<file path="src/rtl/sha256_pkg.sv">
// Package: SHA-256 constants, round functions and shared types.
`default_nettype none
package sha256_pkg;

    localparam int WordWidth  = 32;
    localparam int CountWidth = 61;
    localparam int QueueDepth = 4;
    localparam int BlockBytes = 64;

    typedef logic [31:0] word_t;

    // One classified transaction passed from front to back.
    typedef struct packed {
        logic [7:0] data_byte;
        logic       byte_valid;
        logic       end_of_message;
    } item_t;

    typedef enum logic [2:0] {
        ST_ACCEPT,
        ST_PAD,
        ST_COMPRESS,
        ST_FOLD,
        ST_EMIT
    } back_state_t;

    localparam word_t Iv [8] = '{
        32'h6a09e667, 32'hbb67ae85, 32'h3c6ef372, 32'ha54ff53a,
        32'h510e527f, 32'h9b05688c, 32'h1f83d9ab, 32'h5be0cd19
    };

    localparam word_t RoundK [64] = '{
        32'h428a2f98, 32'h71374491, 32'hb5c0fbcf, 32'he9b5dba5,
        32'h3956c25b, 32'h59f111f1, 32'h923f82a4, 32'hab1c5ed5,
        32'hd807aa98, 32'h12835b01, 32'h243185be, 32'h550c7dc3,
        32'h72be5d74, 32'h80deb1fe, 32'h9bdc06a7, 32'hc19bf174,
        32'he49b69c1, 32'hefbe4786, 32'h0fc19dc6, 32'h240ca1cc,
        32'h2de92c6f, 32'h4a7484aa, 32'h5cb0a9dc, 32'h76f988da,
        32'h983e5152, 32'ha831c66d, 32'hb00327c8, 32'hbf597fc7,
        32'hc6e00bf3, 32'hd5a79147, 32'h06ca6351, 32'h14292967,
        32'h27b70a85, 32'h2e1b2138, 32'h4d2c6dfc, 32'h53380d13,
        32'h650a7354, 32'h766a0abb, 32'h81c2c92e, 32'h92722c85,
        32'ha2bfe8a1, 32'ha81a664b, 32'hc24b8b70, 32'hc76c51a3,
        32'hd192e819, 32'hd6990624, 32'hf40e3585, 32'h106aa070,
        32'h19a4c116, 32'h1e376c08, 32'h2748774c, 32'h34b0bcb5,
        32'h391c0cb3, 32'h4ed8aa4a, 32'h5b9cca4f, 32'h682e6ff3,
        32'h748f82ee, 32'h78a5636f, 32'h84c87814, 32'h8cc70208,
        32'h90befffa, 32'ha4506ceb, 32'hbef9a3f7, 32'hc67178f2
    };

    localparam logic [7:0] PadByte = 8'h80;
    localparam logic [5:0] LenPos  = 6'd56;

    function automatic word_t rotr(input word_t x, input int n);
        rotr = (x >> n) | (x << (32 - n));
    endfunction

    function automatic word_t big_s0(input word_t a);
        big_s0 = rotr(a, 2) ^ rotr(a, 13) ^ rotr(a, 22);
    endfunction

    function automatic word_t big_s1(input word_t e);
        big_s1 = rotr(e, 6) ^ rotr(e, 11) ^ rotr(e, 25);
    endfunction

    function automatic word_t small_s0(input word_t w);
        small_s0 = rotr(w, 7) ^ rotr(w, 18) ^ (w >> 3);
    endfunction

    function automatic word_t small_s1(input word_t w);
        small_s1 = rotr(w, 17) ^ rotr(w, 19) ^ (w >> 10);
    endfunction

endpackage
`default_nettype wire

</file>
<file path="src/rtl/sha256_if.sv">
// Interfaces: input byte channel and digest word channel.
`default_nettype none
interface sha256_in_if;
    logic       valid;
    logic       ready;
    logic [7:0] data_byte;
    logic       byte_valid;
    logic       end_of_message;
    modport source (output valid, data_byte, byte_valid, end_of_message, input ready);
    modport sink (input valid, data_byte, byte_valid, end_of_message, output ready);
endinterface

interface sha256_out_if;
    logic        valid;
    logic        ready;
    logic [31:0] digest_word;
    logic [2:0]  word_index;
    logic        final_word;
    modport source (output valid, digest_word, word_index, final_word, input ready);
    modport sink (input valid, digest_word, word_index, final_word, output ready);
endinterface
`default_nettype wire

</file>
<file path="src/rtl/sha256_ram.sv">
// Generic single-port-write, one-read RAM with registered read data.
`default_nettype none
module sha256_ram #(
    parameter int Width = 8,
    parameter int Depth = 64
) (
    input  wire logic                     clk,
    input  wire logic                     wr_en,
    input  wire logic [$clog2(Depth)-1:0] wr_addr,
    input  wire logic [Width-1:0]         wr_data,
    input  wire logic [$clog2(Depth)-1:0] rd_addr,
    output logic      [Width-1:0]         rd_data
);

    logic [Width-1:0] mem [Depth];

    // Write and read one entry each cycle
    always_ff @(posedge clk)
    begin
        if (wr_en)
        begin
            mem[wr_addr] <= wr_data;
        end
        rd_data <= mem[rd_addr];
    end

endmodule
`default_nettype wire

</file>
<file path="src/rtl/sha256_front.sv">
// Front end: accepts input transactions, drops idle ones, queues the rest.
`default_nettype none
module sha256_front #(
    parameter int Depth = sha256_pkg::QueueDepth
) (
    input  wire logic                 clk,
    input  wire logic                 rst_n,
    sha256_in_if.sink                 in_ch,
    output logic                      q_valid,
    output sha256_pkg::item_t         q_item,
    input  wire logic                 q_pop
);

    localparam int AW = (Depth > 1) ? $clog2(Depth) : 1;

    sha256_pkg::item_t slot_reg [Depth];
    logic [AW-1:0] rd_ptr_reg, rd_ptr_next, wr_ptr_reg, wr_ptr_next;
    logic [AW:0]   count_reg, count_next;
    logic          push;

    assign in_ch.ready = (count_reg != (AW+1)'(Depth));
    // Idle transactions carry no work: drop them here
    assign push = in_ch.valid && in_ch.ready && (in_ch.byte_valid || in_ch.end_of_message);
    assign q_valid = (count_reg != '0);
    assign q_item  = slot_reg[rd_ptr_reg];

    // Advance pointers and count
    always_comb
    begin
        rd_ptr_next = rd_ptr_reg;
        wr_ptr_next = wr_ptr_reg;
        count_next  = count_reg;
        if (push)
        begin
            wr_ptr_next = (wr_ptr_reg == AW'(Depth - 1)) ? '0 : wr_ptr_reg + 1'b1;
        end
        if (q_pop)
        begin
            rd_ptr_next = (rd_ptr_reg == AW'(Depth - 1)) ? '0 : rd_ptr_reg + 1'b1;
        end
        count_next = count_reg + (AW+1)'(push) - (AW+1)'(q_pop);
    end

    always_ff @(posedge clk or negedge rst_n)
    begin
        if (!rst_n)
        begin
            rd_ptr_reg <= '0;
            wr_ptr_reg <= '0;
            count_reg  <= '0;
        end
        else
        begin
            rd_ptr_reg <= rd_ptr_next;
            wr_ptr_reg <= wr_ptr_next;
            count_reg  <= count_next;
        end
    end

    // Store queued transaction
    always_ff @(posedge clk)
    begin
        if (push)
        begin
            slot_reg[wr_ptr_reg] <= '{in_ch.data_byte, in_ch.byte_valid, in_ch.end_of_message};
        end
    end

endmodule
`default_nettype wire

</file>
<file path="src/rtl/sha256_back.sv">
// Back end: block gathering, padding, 64-round compression and digest output.
`default_nettype none
module sha256_back (
    input  wire logic          clk,
    input  wire logic          rst_n,
    input  wire logic          q_valid,
    input  sha256_pkg::item_t  q_item,
    output logic               q_pop,
    sha256_out_if.source       out_ch
);

    sha256_pkg::back_state_t state_reg, state_next;

    logic [60:0] count_reg, count_next;
    logic [63:0] bits_reg;
    logic        fin_reg;       // message finishing: padding in progress
    logic        emit_after_reg;
    logic        pad_mark_reg;  // 0x80 already written
    logic        last_blk_reg;  // current padding block carries the bit length
    logic [6:0]  rnd_reg;       // 0..65 round counter, counted after the load phase
    logic [2:0]  widx_reg;

    sha256_pkg::word_t h_reg [8];
    sha256_pkg::word_t v_reg [8];
    sha256_pkg::word_t w_reg [16];

    // Block store RAM: byte written in, word assembled a byte per cycle on load
    logic       wr_en;
    logic [5:0] wr_addr, rd_addr;
    logic [7:0] wr_data, rd_data;

    sha256_ram #(.Width(8), .Depth(sha256_pkg::BlockBytes)) u_store (
        .clk(clk), .wr_en(wr_en), .wr_addr(wr_addr), .wr_data(wr_data),
        .rd_addr(rd_addr), .rd_data(rd_data)
    );

    logic [5:0] pos;
    logic [7:0] pad_data;
    logic [6:0] byte_ctr_reg;   // load: 0..65 byte read counter
    sha256_pkg::word_t w_new, t1, t2, wcur;

    assign pos = count_reg[5:0];

    // Pick the padding byte for this position
    always_comb
    begin
        if (!pad_mark_reg)
        begin
            pad_data = sha256_pkg::PadByte;
        end
        else if (last_blk_reg && pos >= sha256_pkg::LenPos)
        begin
            pad_data = bits_reg[8*(7 - (pos - sha256_pkg::LenPos)) +: 8];
        end
        else
        begin
            pad_data = 8'h00;
        end
    end

    // Next state
    always_comb
    begin
        state_next = state_reg;
        unique case (state_reg)
            sha256_pkg::ST_ACCEPT:
            begin
                if (q_valid)
                begin
                    if (q_item.byte_valid && pos == 6'd63)
                    begin
                        state_next = sha256_pkg::ST_COMPRESS;
                    end
                    else if (q_item.end_of_message)
                    begin
                        state_next = sha256_pkg::ST_PAD;
                    end
                end
            end
            sha256_pkg::ST_PAD:
            begin
                if (pos == 6'd63)
                begin
                    state_next = sha256_pkg::ST_COMPRESS;
                end
            end
            sha256_pkg::ST_COMPRESS:
            begin
                if (rnd_reg == 7'd64 + 7'd1 && byte_ctr_reg == 7'd65)
                begin
                    state_next = sha256_pkg::ST_FOLD;
                end
            end
            sha256_pkg::ST_FOLD:
            begin
                if (emit_after_reg)
                begin
                    state_next = sha256_pkg::ST_EMIT;
                end
                else if (fin_reg)
                begin
                    state_next = sha256_pkg::ST_PAD;
                end
                else
                begin
                    state_next = sha256_pkg::ST_ACCEPT;
                end
            end
            sha256_pkg::ST_EMIT:
            begin
                if (out_ch.ready && widx_reg == 3'd7)
                begin
                    state_next = sha256_pkg::ST_ACCEPT;
                end
            end
            default:
            begin
                state_next = sha256_pkg::ST_ACCEPT;
            end
        endcase
    end

    // Outputs of the state machine
    always_comb
    begin
        q_pop   = 1'b0;
        wr_en   = 1'b0;
        wr_data = q_item.data_byte;
        unique case (state_reg)
            sha256_pkg::ST_ACCEPT:
            begin
                q_pop = q_valid;
                wr_en = q_valid && q_item.byte_valid;
            end
            sha256_pkg::ST_PAD:
            begin
                wr_en   = 1'b1;
                wr_data = pad_data;
            end
            default:
            begin
            end
        endcase
    end

    assign wr_addr = pos;
    assign rd_addr = byte_ctr_reg[5:0];

    assign out_ch.valid       = (state_reg == sha256_pkg::ST_EMIT);
    assign out_ch.digest_word = h_reg[widx_reg];
    assign out_ch.word_index  = widx_reg;
    assign out_ch.final_word  = (widx_reg == 3'd7);

    // Round datapath: schedule word and the two temporaries
    always_comb
    begin
        w_new = sha256_pkg::small_s1(w_reg[14]) + w_reg[9] +
                sha256_pkg::small_s0(w_reg[1]) + w_reg[0];
        wcur  = (rnd_reg < 7'd16) ? w_reg[rnd_reg[3:0]] : w_new;
        t1 = v_reg[7] + sha256_pkg::big_s1(v_reg[4]) +
             ((v_reg[4] & v_reg[5]) ^ (~v_reg[4] & v_reg[6])) +
             sha256_pkg::RoundK[rnd_reg[5:0]] + wcur;
        t2 = sha256_pkg::big_s0(v_reg[0]) +
             ((v_reg[0] & v_reg[1]) ^ (v_reg[0] & v_reg[2]) ^ (v_reg[1] & v_reg[2]));
    end

    // Byte count: advance on each stored byte, clear after the last digest word
    always_comb
    begin
        count_next = count_reg;
        if (state_reg == sha256_pkg::ST_EMIT && out_ch.ready && widx_reg == 3'd7)
        begin
            count_next = '0;
        end
        else if (wr_en)
        begin
            count_next = count_reg + 61'd1;
        end
    end

    always_ff @(posedge clk or negedge rst_n)
    begin
        if (!rst_n)
        begin
            state_reg      <= sha256_pkg::ST_ACCEPT;
            count_reg      <= '0;
            bits_reg       <= '0;
            fin_reg        <= 1'b0;
            emit_after_reg <= 1'b0;
            pad_mark_reg   <= 1'b0;
            last_blk_reg   <= 1'b0;
            rnd_reg        <= '0;
            byte_ctr_reg   <= '0;
            widx_reg       <= '0;
            for (int i = 0; i < 8; i++)
            begin
                h_reg[i] <= sha256_pkg::Iv[i];
                v_reg[i] <= '0;
            end
            for (int i = 0; i < 16; i++)
            begin
                w_reg[i] <= '0;
            end
        end
        else
        begin
            state_reg <= state_next;
            count_reg <= count_next;
            // Start of finish: latch bit length from count after this byte
            if (state_reg == sha256_pkg::ST_ACCEPT && q_valid && q_item.end_of_message)
            begin
                fin_reg      <= 1'b1;
                pad_mark_reg <= 1'b0;
                last_blk_reg <= 1'b0;
                bits_reg     <= {count_next, 3'b000};
            end
            // Padding: the length goes into the block where 0x80 left room for it
            if (state_reg == sha256_pkg::ST_PAD)
            begin
                pad_mark_reg <= 1'b1;
                if (pos == 6'd63)
                begin
                    if (last_blk_reg)
                    begin
                        fin_reg        <= 1'b0;
                        emit_after_reg <= 1'b1;
                    end
                    else
                    begin
                        last_blk_reg <= 1'b1;
                    end
                end
                else if (!pad_mark_reg && pos < sha256_pkg::LenPos)
                begin
                    last_blk_reg <= 1'b1;
                end
            end
            if (state_next == sha256_pkg::ST_COMPRESS && state_reg != sha256_pkg::ST_COMPRESS)
            begin
                byte_ctr_reg <= '0;
                rnd_reg      <= '0;
                for (int i = 0; i < 8; i++)
                begin
                    v_reg[i] <= h_reg[i];
                end
            end
            if (state_reg == sha256_pkg::ST_COMPRESS)
            begin
                // Load phase: shift bytes into the window, one per cycle
                if (byte_ctr_reg != 7'd65)
                begin
                    byte_ctr_reg <= byte_ctr_reg + 7'd1;
                    if (byte_ctr_reg != 7'd0)
                    begin
                        w_reg[15] <= {w_reg[15][23:0], rd_data};
                        // Move the finished word down as the next word starts
                        if (byte_ctr_reg[1:0] == 2'b01 && byte_ctr_reg != 7'd1)
                        begin
                            for (int i = 0; i < 15; i++)
                            begin
                                w_reg[i] <= w_reg[i+1];
                            end
                        end
                    end
                end
                else if (rnd_reg != 7'd65)
                begin
                    rnd_reg <= rnd_reg + 7'd1;
                    if (rnd_reg != 7'd64)
                    begin
                        if (rnd_reg >= 7'd16)
                        begin
                            for (int i = 0; i < 15; i++)
                            begin
                                w_reg[i] <= w_reg[i+1];
                            end
                            w_reg[15] <= w_new;
                        end
                        v_reg[7] <= v_reg[6];
                        v_reg[6] <= v_reg[5];
                        v_reg[5] <= v_reg[4];
                        v_reg[4] <= v_reg[3] + t1;
                        v_reg[3] <= v_reg[2];
                        v_reg[2] <= v_reg[1];
                        v_reg[1] <= v_reg[0];
                        v_reg[0] <= t1 + t2;
                    end
                end
            end
            if (state_reg == sha256_pkg::ST_FOLD)
            begin
                for (int i = 0; i < 8; i++)
                begin
                    h_reg[i] <= h_reg[i] + v_reg[i];
                end
                widx_reg <= '0;
            end
            if (state_reg == sha256_pkg::ST_EMIT && out_ch.ready)
            begin
                widx_reg <= widx_reg + 3'd1;
                if (widx_reg == 3'd7)
                begin
                    emit_after_reg <= 1'b0;
                    fin_reg        <= 1'b0;
                    for (int i = 0; i < 8; i++)
                    begin
                        h_reg[i] <= sha256_pkg::Iv[i];
                    end
                end
            end
        end
    end

endmodule
`default_nettype wire

</file>
<file path="src/rtl/sha256_stream_hasher_core.sv">
// Top level: SHA-256 byte stream hasher, front queue plus compression back end.
// Usage:
//   in_ch carries one byte per transaction with byte_valid and end_of_message.
//   Transactions with neither flag set are dropped. A transaction with
//   end_of_message pads the message, appends the 64-bit bit length and
//   produces eight digest transactions on out_ch, word 0 first, with
//   final_word set on word 7.
//   Throughput: one queued byte per cycle into the block store while the
//   back end is accepting; each full 64-byte block then holds the back end
//   for the byte loads into the schedule window, the round phase for the 64
//   rounds and one fold, so the sustained rate is set by the single round
//   unit and the one-read byte store.
//   From the back end taking the end_of_message transaction to word 0, the
//   back end runs the padding and one compression, or two compressions when
//   the 0x80 byte and the length need a second block.
//   A four-entry queue between front and back keeps in_ch ready while the
//   back end compresses, until it fills.
//   Reset clears the queue, the byte count and restores the initial hash.
//   When out_ch stalls the current word holds and no further transactions
//   are taken from the queue.
`default_nettype none
module sha256_stream_hasher_core #(
    parameter int QueueDepth = sha256_pkg::QueueDepth
) (
    input wire logic     clk,
    input wire logic     rst_n,
    sha256_in_if.sink    in_ch,
    sha256_out_if.source out_ch
);

    logic              q_valid, q_pop;
    sha256_pkg::item_t q_item;

    sha256_front #(.Depth(QueueDepth)) u_front (
        .clk(clk), .rst_n(rst_n), .in_ch(in_ch),
        .q_valid(q_valid), .q_item(q_item), .q_pop(q_pop)
    );

    sha256_back u_back (
        .clk(clk), .rst_n(rst_n), .q_valid(q_valid), .q_item(q_item),
        .q_pop(q_pop), .out_ch(out_ch)
    );

    // Back end never pops from an empty queue
    assert property (@(posedge clk) disable iff (!rst_n) q_pop |-> q_valid)
        else $error("pop from empty queue");

    // Word index advances after each accepted digest transaction before the final word
    assert property (@(posedge clk) disable iff (!rst_n)
        (out_ch.valid && out_ch.ready && !out_ch.final_word) |=>
        (out_ch.word_index == $past(out_ch.word_index) + 3'd1))
        else $error("digest word order broken");

    // Final word flag marks index seven only
    assert property (@(posedge clk) disable iff (!rst_n)
        out_ch.valid |-> (out_ch.final_word == (out_ch.word_index == 3'd7)))
        else $error("final word flag mismatch");

endmodule
`default_nettype wire
</file>
<file path="src/flat_wrapper.sv">
// flat-port wrapper written by rule: the top's interface ports become plain ports
module sha256_stream_hasher_core_flat 
#(
    parameter int QueueDepth = sha256_pkg::QueueDepth
)
  (clk, rst_n, in_ch_valid, in_ch_data_byte, in_ch_byte_valid, in_ch_end_of_message, in_ch_ready, out_ch_valid, out_ch_digest_word, out_ch_word_index, out_ch_final_word, out_ch_ready);
  sha256_in_if in_ch_i ();
  sha256_out_if out_ch_i ();
  input wire logic clk;
  input wire logic rst_n;
  input wire logic [$bits(in_ch_i.valid)-1:0] in_ch_valid;
  input wire logic [$bits(in_ch_i.data_byte)-1:0] in_ch_data_byte;
  input wire logic [$bits(in_ch_i.byte_valid)-1:0] in_ch_byte_valid;
  input wire logic [$bits(in_ch_i.end_of_message)-1:0] in_ch_end_of_message;
  output wire logic [$bits(in_ch_i.ready)-1:0] in_ch_ready;
  output wire logic [$bits(out_ch_i.valid)-1:0] out_ch_valid;
  output wire logic [$bits(out_ch_i.digest_word)-1:0] out_ch_digest_word;
  output wire logic [$bits(out_ch_i.word_index)-1:0] out_ch_word_index;
  output wire logic [$bits(out_ch_i.final_word)-1:0] out_ch_final_word;
  input wire logic [$bits(out_ch_i.ready)-1:0] out_ch_ready;
  assign in_ch_i.valid = in_ch_valid;
  assign in_ch_i.data_byte = in_ch_data_byte;
  assign in_ch_i.byte_valid = in_ch_byte_valid;
  assign in_ch_i.end_of_message = in_ch_end_of_message;
  assign in_ch_ready = in_ch_i.ready;
  assign out_ch_valid = out_ch_i.valid;
  assign out_ch_digest_word = out_ch_i.digest_word;
  assign out_ch_word_index = out_ch_i.word_index;
  assign out_ch_final_word = out_ch_i.final_word;
  assign out_ch_i.ready = out_ch_ready;
  sha256_stream_hasher_core #(.QueueDepth(QueueDepth)) u_core (.clk(clk), .rst_n(rst_n), .in_ch(in_ch_i), .out_ch(out_ch_i));
endmodule
</file>
<file path="config.mk">
export PLATFORM = sky130hd
export DESIGN_NAME = sha256_stream_hasher_core_flat
export DESIGN_NICKNAME = d
export VERILOG_FILES = /design/src/rtl/sha256_pkg.sv /design/src/rtl/sha256_if.sv /design/src/rtl/sha256_ram.sv /design/src/rtl/sha256_front.sv /design/src/rtl/sha256_back.sv /design/src/rtl/sha256_stream_hasher_core.sv /design/src/flat_wrapper.sv
export SDC_FILE = /design/constraint.sdc
export NUM_CORES = 2
export LEC_CHECK = 0
export BUFFER_PORTS_ARGS = -buffer_cell sky130_fd_sc_hd__buf_2
export CORE_MARGIN = 1.5
export CORE_UTILIZATION = 39
export CTS_CLUSTER_DIAMETER = 120
export CTS_CLUSTER_SIZE = 8
export DETAILED_ROUTE_END_ITERATION = 10
export GPL_ROUTABILITY_DRIVEN = 0
export PLACE_DENSITY_LB_ADDON = 0.25
export SETUP_SLACK_MARGIN = 0.3
export SLEW_MARGIN = 30
export SYNTH_ARGS = -nofsm -noshare
export SYNTH_HDL_FRONTEND = slang
export SYNTH_SLANG_ARGS = --single-unit
export TNS_END_PERCENT = 20
</file>
<file path="constraint.sdc">
create_clock -name clk -period 11.8 [get_ports clk]
set_clock_uncertainty 0.2 [all_clocks]
set_input_delay 1.77 -clock clk [delete_from_list [all_inputs] [get_ports clk]]
set_output_delay 1.77 -clock clk [all_outputs]
set_load 0.03 [all_outputs]
</file>
==> run summary <==
worst stage delay on the critical path -> 550 ps
Synth Register Bits -> 1737
hpwl dp -> 222000 µm
CP bufs+invs -> 7
# IOs -> 52
first-pass GRT wire length -> 474000 µm
DR pass1 iterations -> 9
effective utilization at floorplan -> 0.392
row count -> 188
DR top layer -> met5
I/O Buffers -> 51
Finish-stage setup viols -> 0
CP max FO -> 6
overall die width -> 517 µm
worst hold stages -> 2
RR Startpoint -> u_core.u_back.w_reg[51]
Final Cycle Share -> 0.930
Final nets -> 9818
grt ovf -> 0
Post-synth EDFFs -> 552
Worst Hold End -> u_core.u_back.w_reg[4]
unrepaired setup endpoints after global routing -> false
Syn Inst Count -> 9356
Crit path max-delay family -> compound AO/OA/AOI/OAI gates
Final Hold Vio Count -> 0
Slew HR -> 0.253
fill cell count -> 24479
Met3 Routed Length -> 22600 µm
H-Tree Depth -> 4
syn_area_per_cell -> 11.0 µm²
CP arrival -> 11460 ps
post-route ant nets -> 0
Worst Setup Start Kind -> flop
Req. time, crit path -> 12290 ps
max-slew violation count -> 0
post-synthesis sequential area ratio -> 0.450
Die Area -> 267000 µm²
Core ar. -> 263000 µm²
slowest cell on the critical path -> fa_1
Num CTS Buffers -> 244
Async SR Flop Fraction -> 0.678
wl on met1 -> 136000 µm
worst-skew pair later-pin latency -> 940 ps
Post-Synthesis Cell Area -> 103000 µm²
Synth Net Count -> 9981
Routed WL -> 313000 µm
routed length on met2 -> 139000 µm
CP Capture Type -> flop
R2R Path End -> u_core.u_back.v_reg[255]
CTS Hold Buffers Added -> 0
R2R setup slack -> 830 ps
Reg clk slew, reported paths -> 60 ps
worst hold path type -> flop to flop
Post-CTS Setup Bufs -> 0
Via density -> 5.77
via count of the first global-routing pass -> 73080
DR vias -> 74212
Die Ht -> 517 µm
outcome -> finished, final reports clean
FF-to-FF path depth -> 49
initial antenna violation count -> 9
share of cells above drive strength 1 -> 0.171
root buf cell -> clkbuf_16
synth warn -> 0
Unique masters post-synth -> 85
main flop type after synthesis -> dfrtp_1
Area growth syn-to-layout -> 10.4%
All-Layer GR Usage -> 0.233
Clock Tree Buf Depth -> 4
critical path class -> flop to flop
routed len/inst -> 24.3 µm
Clock Sinks -> 1737
DR DRC count -> 0
largest net degree at the start of global routing -> 180
Final TNS setup -> 0 ps
Hold Crit Start -> u_core.u_back.u_store.rd_data[4]
Slew @ Worst Pin -> 1120 ps
Fmax achieved -> 0.0911 GHz
detailed router's first-iteration violation count -> 8016
Max-Cap Viols -> 0
Final min period -> 10970 ps
TritonCTS clock tree -> built
repair_timing:
item	4_1_cts	5_1_grt
endpoints found under the setup margin	0	8
hold endpoints to repair	0	0
gates resized for setup	0	13
cell usage after synthesis, types with 305 or more instances:
cell	n	area, µm²
a21oi_1	496	2480
a31oi_1	305	1910
dfrtp_1	1041	26000
ha_1	414	5180
nor2_1	699	2620
o21ai_0	377	1890
clkbuf_1	466	1750
nand2_1	1185	4450
xnor2_1	398	3490
mux4_2	416	9370
inv_1	472	1770
edfxtp_1	552	16600
mux2_2	528	5950
per-layer routing:
metal	track usage	vias up
li1	-	33158
met1	0.327	37761
met2	0.356	2694
met3	0.0393	591
met4	0.0972	8
met5	0	-
area by class of cell:
type / count / area, µm² / share of cell area
diodes: 2 / 5.00 / 0.0000440
clock buffers: 387 / 6720 / 0.0590
clock inverters: 7 / 70.1 / 0.000616
inverters: 474 / 1780 / 0.0156
multi-input cells: 6558 / 53000 / 0.466
flip-flops and latches: 1737 / 46400 / 0.408
well taps: 3515 / 4400 / 0.0386
repair buffers: 178 / 1420 / 0.0125
logic make-up (layout without fill, tap and decap cells):
| logic type | Yosys count | count (layout) | synth area share |
|---|---|---|---|
| fa+ha+maj | 615 | 615 | 0.0889 |
| flops | 1737 | 1737 | 0.450 |
| simple gates | 2409 | 2409 | 0.0992 |
| buf+inv | 1061 | 1046 | 0.0391 |
| compound gates | 1906 | 1906 | 0.116 |
| xor+xnor | 630 | 630 | 0.0535 |
| other cells | 0 | 2 | 0 |
| mux | 998 | 998 | 0.154 |
worst max path at each step:
| stage | from | end | slack [ps] | cells after the start |
|---|---|---|---|---|
| detailed placement | u_core.u_back.w_reg[51] | u_core.u_back.v_reg[255] | 500 | 49 |
| floorplan | u_core.u_back.w_reg[52] | u_core.u_back.v_reg[255] | 2010 | 50 |
| global placement | u_core.u_back.w_reg[51] | u_core.u_back.v_reg[255] | 460 | 50 |
| CTS | u_core.u_back.w_reg[51] | u_core.u_back.v_reg[255] | 410 | 49 |
| global route | u_core.u_back.w_reg[51] | u_core.u_back.v_reg[252] | 240 | 50 |
| finish | u_core.u_back.w_reg[51] | u_core.u_back.v_reg[255] | 830 | 49 |
placed cells by master (no fill, tap or decap), types with 54 or more instances in the layout:
| cell | count |
|---|---|
| a21o_1 | 195 |
| a21oi_1 | 494 |
| a31oi_1 | 303 |
| buf_4 | 108 |
| clkbuf_1 | 139 |
| clkbuf_16 | 247 |
| dfrtp_1 | 1029 |
| dfstp_2 | 136 |
| edfxtp_1 | 552 |
| fa_1 | 197 |
| ha_1 | 414 |
| inv_1 | 472 |
| mux2_2 | 528 |
| mux4_2 | 416 |
| nand2_1 | 1184 |
| nand2b_1 | 69 |
| nand3_1 | 126 |
| nor2_1 | 696 |
| nor3_1 | 61 |
| o211ai_1 | 105 |
| o21a_1 | 54 |
| o21ai_0 | 376 |
| o31ai_1 | 91 |
| xnor2_1 | 394 |
| xor2_1 | 232 |
per-stage QoR:
| step | cells | util | setup slack, ps | hold WS, ps | area, µm² |
|---|---|---|---|---|---|
| 6_report | 12858 | 0.433 | 827 | 266 | 114000 |
| 5_1_grt | 12858 | 0.433 | 241 | 286 | 114000 |
| 4_1_cts | 12854 | 0.432 | 411 | 268 | 114000 |
| 3_5_place_dp | 12460 | 0.407 | 499 | 255 | 107000 |
| 3_3_place_gp | 12460 | 0.407 | 465 | 245 | 107000 |
| 2_1_floorplan | 9356 | - | 2010 | 231 | 103000 |
worst min-delay path, stage by stage, from the launching register on:
cell	delay [ps]
dfxtp_1	300
nand2_1	50
a31oi_1	80
Power is left out: the tool's default activity adds up to more than one toggle a clock period on the data nets, which glitch-free logic cannot reach.
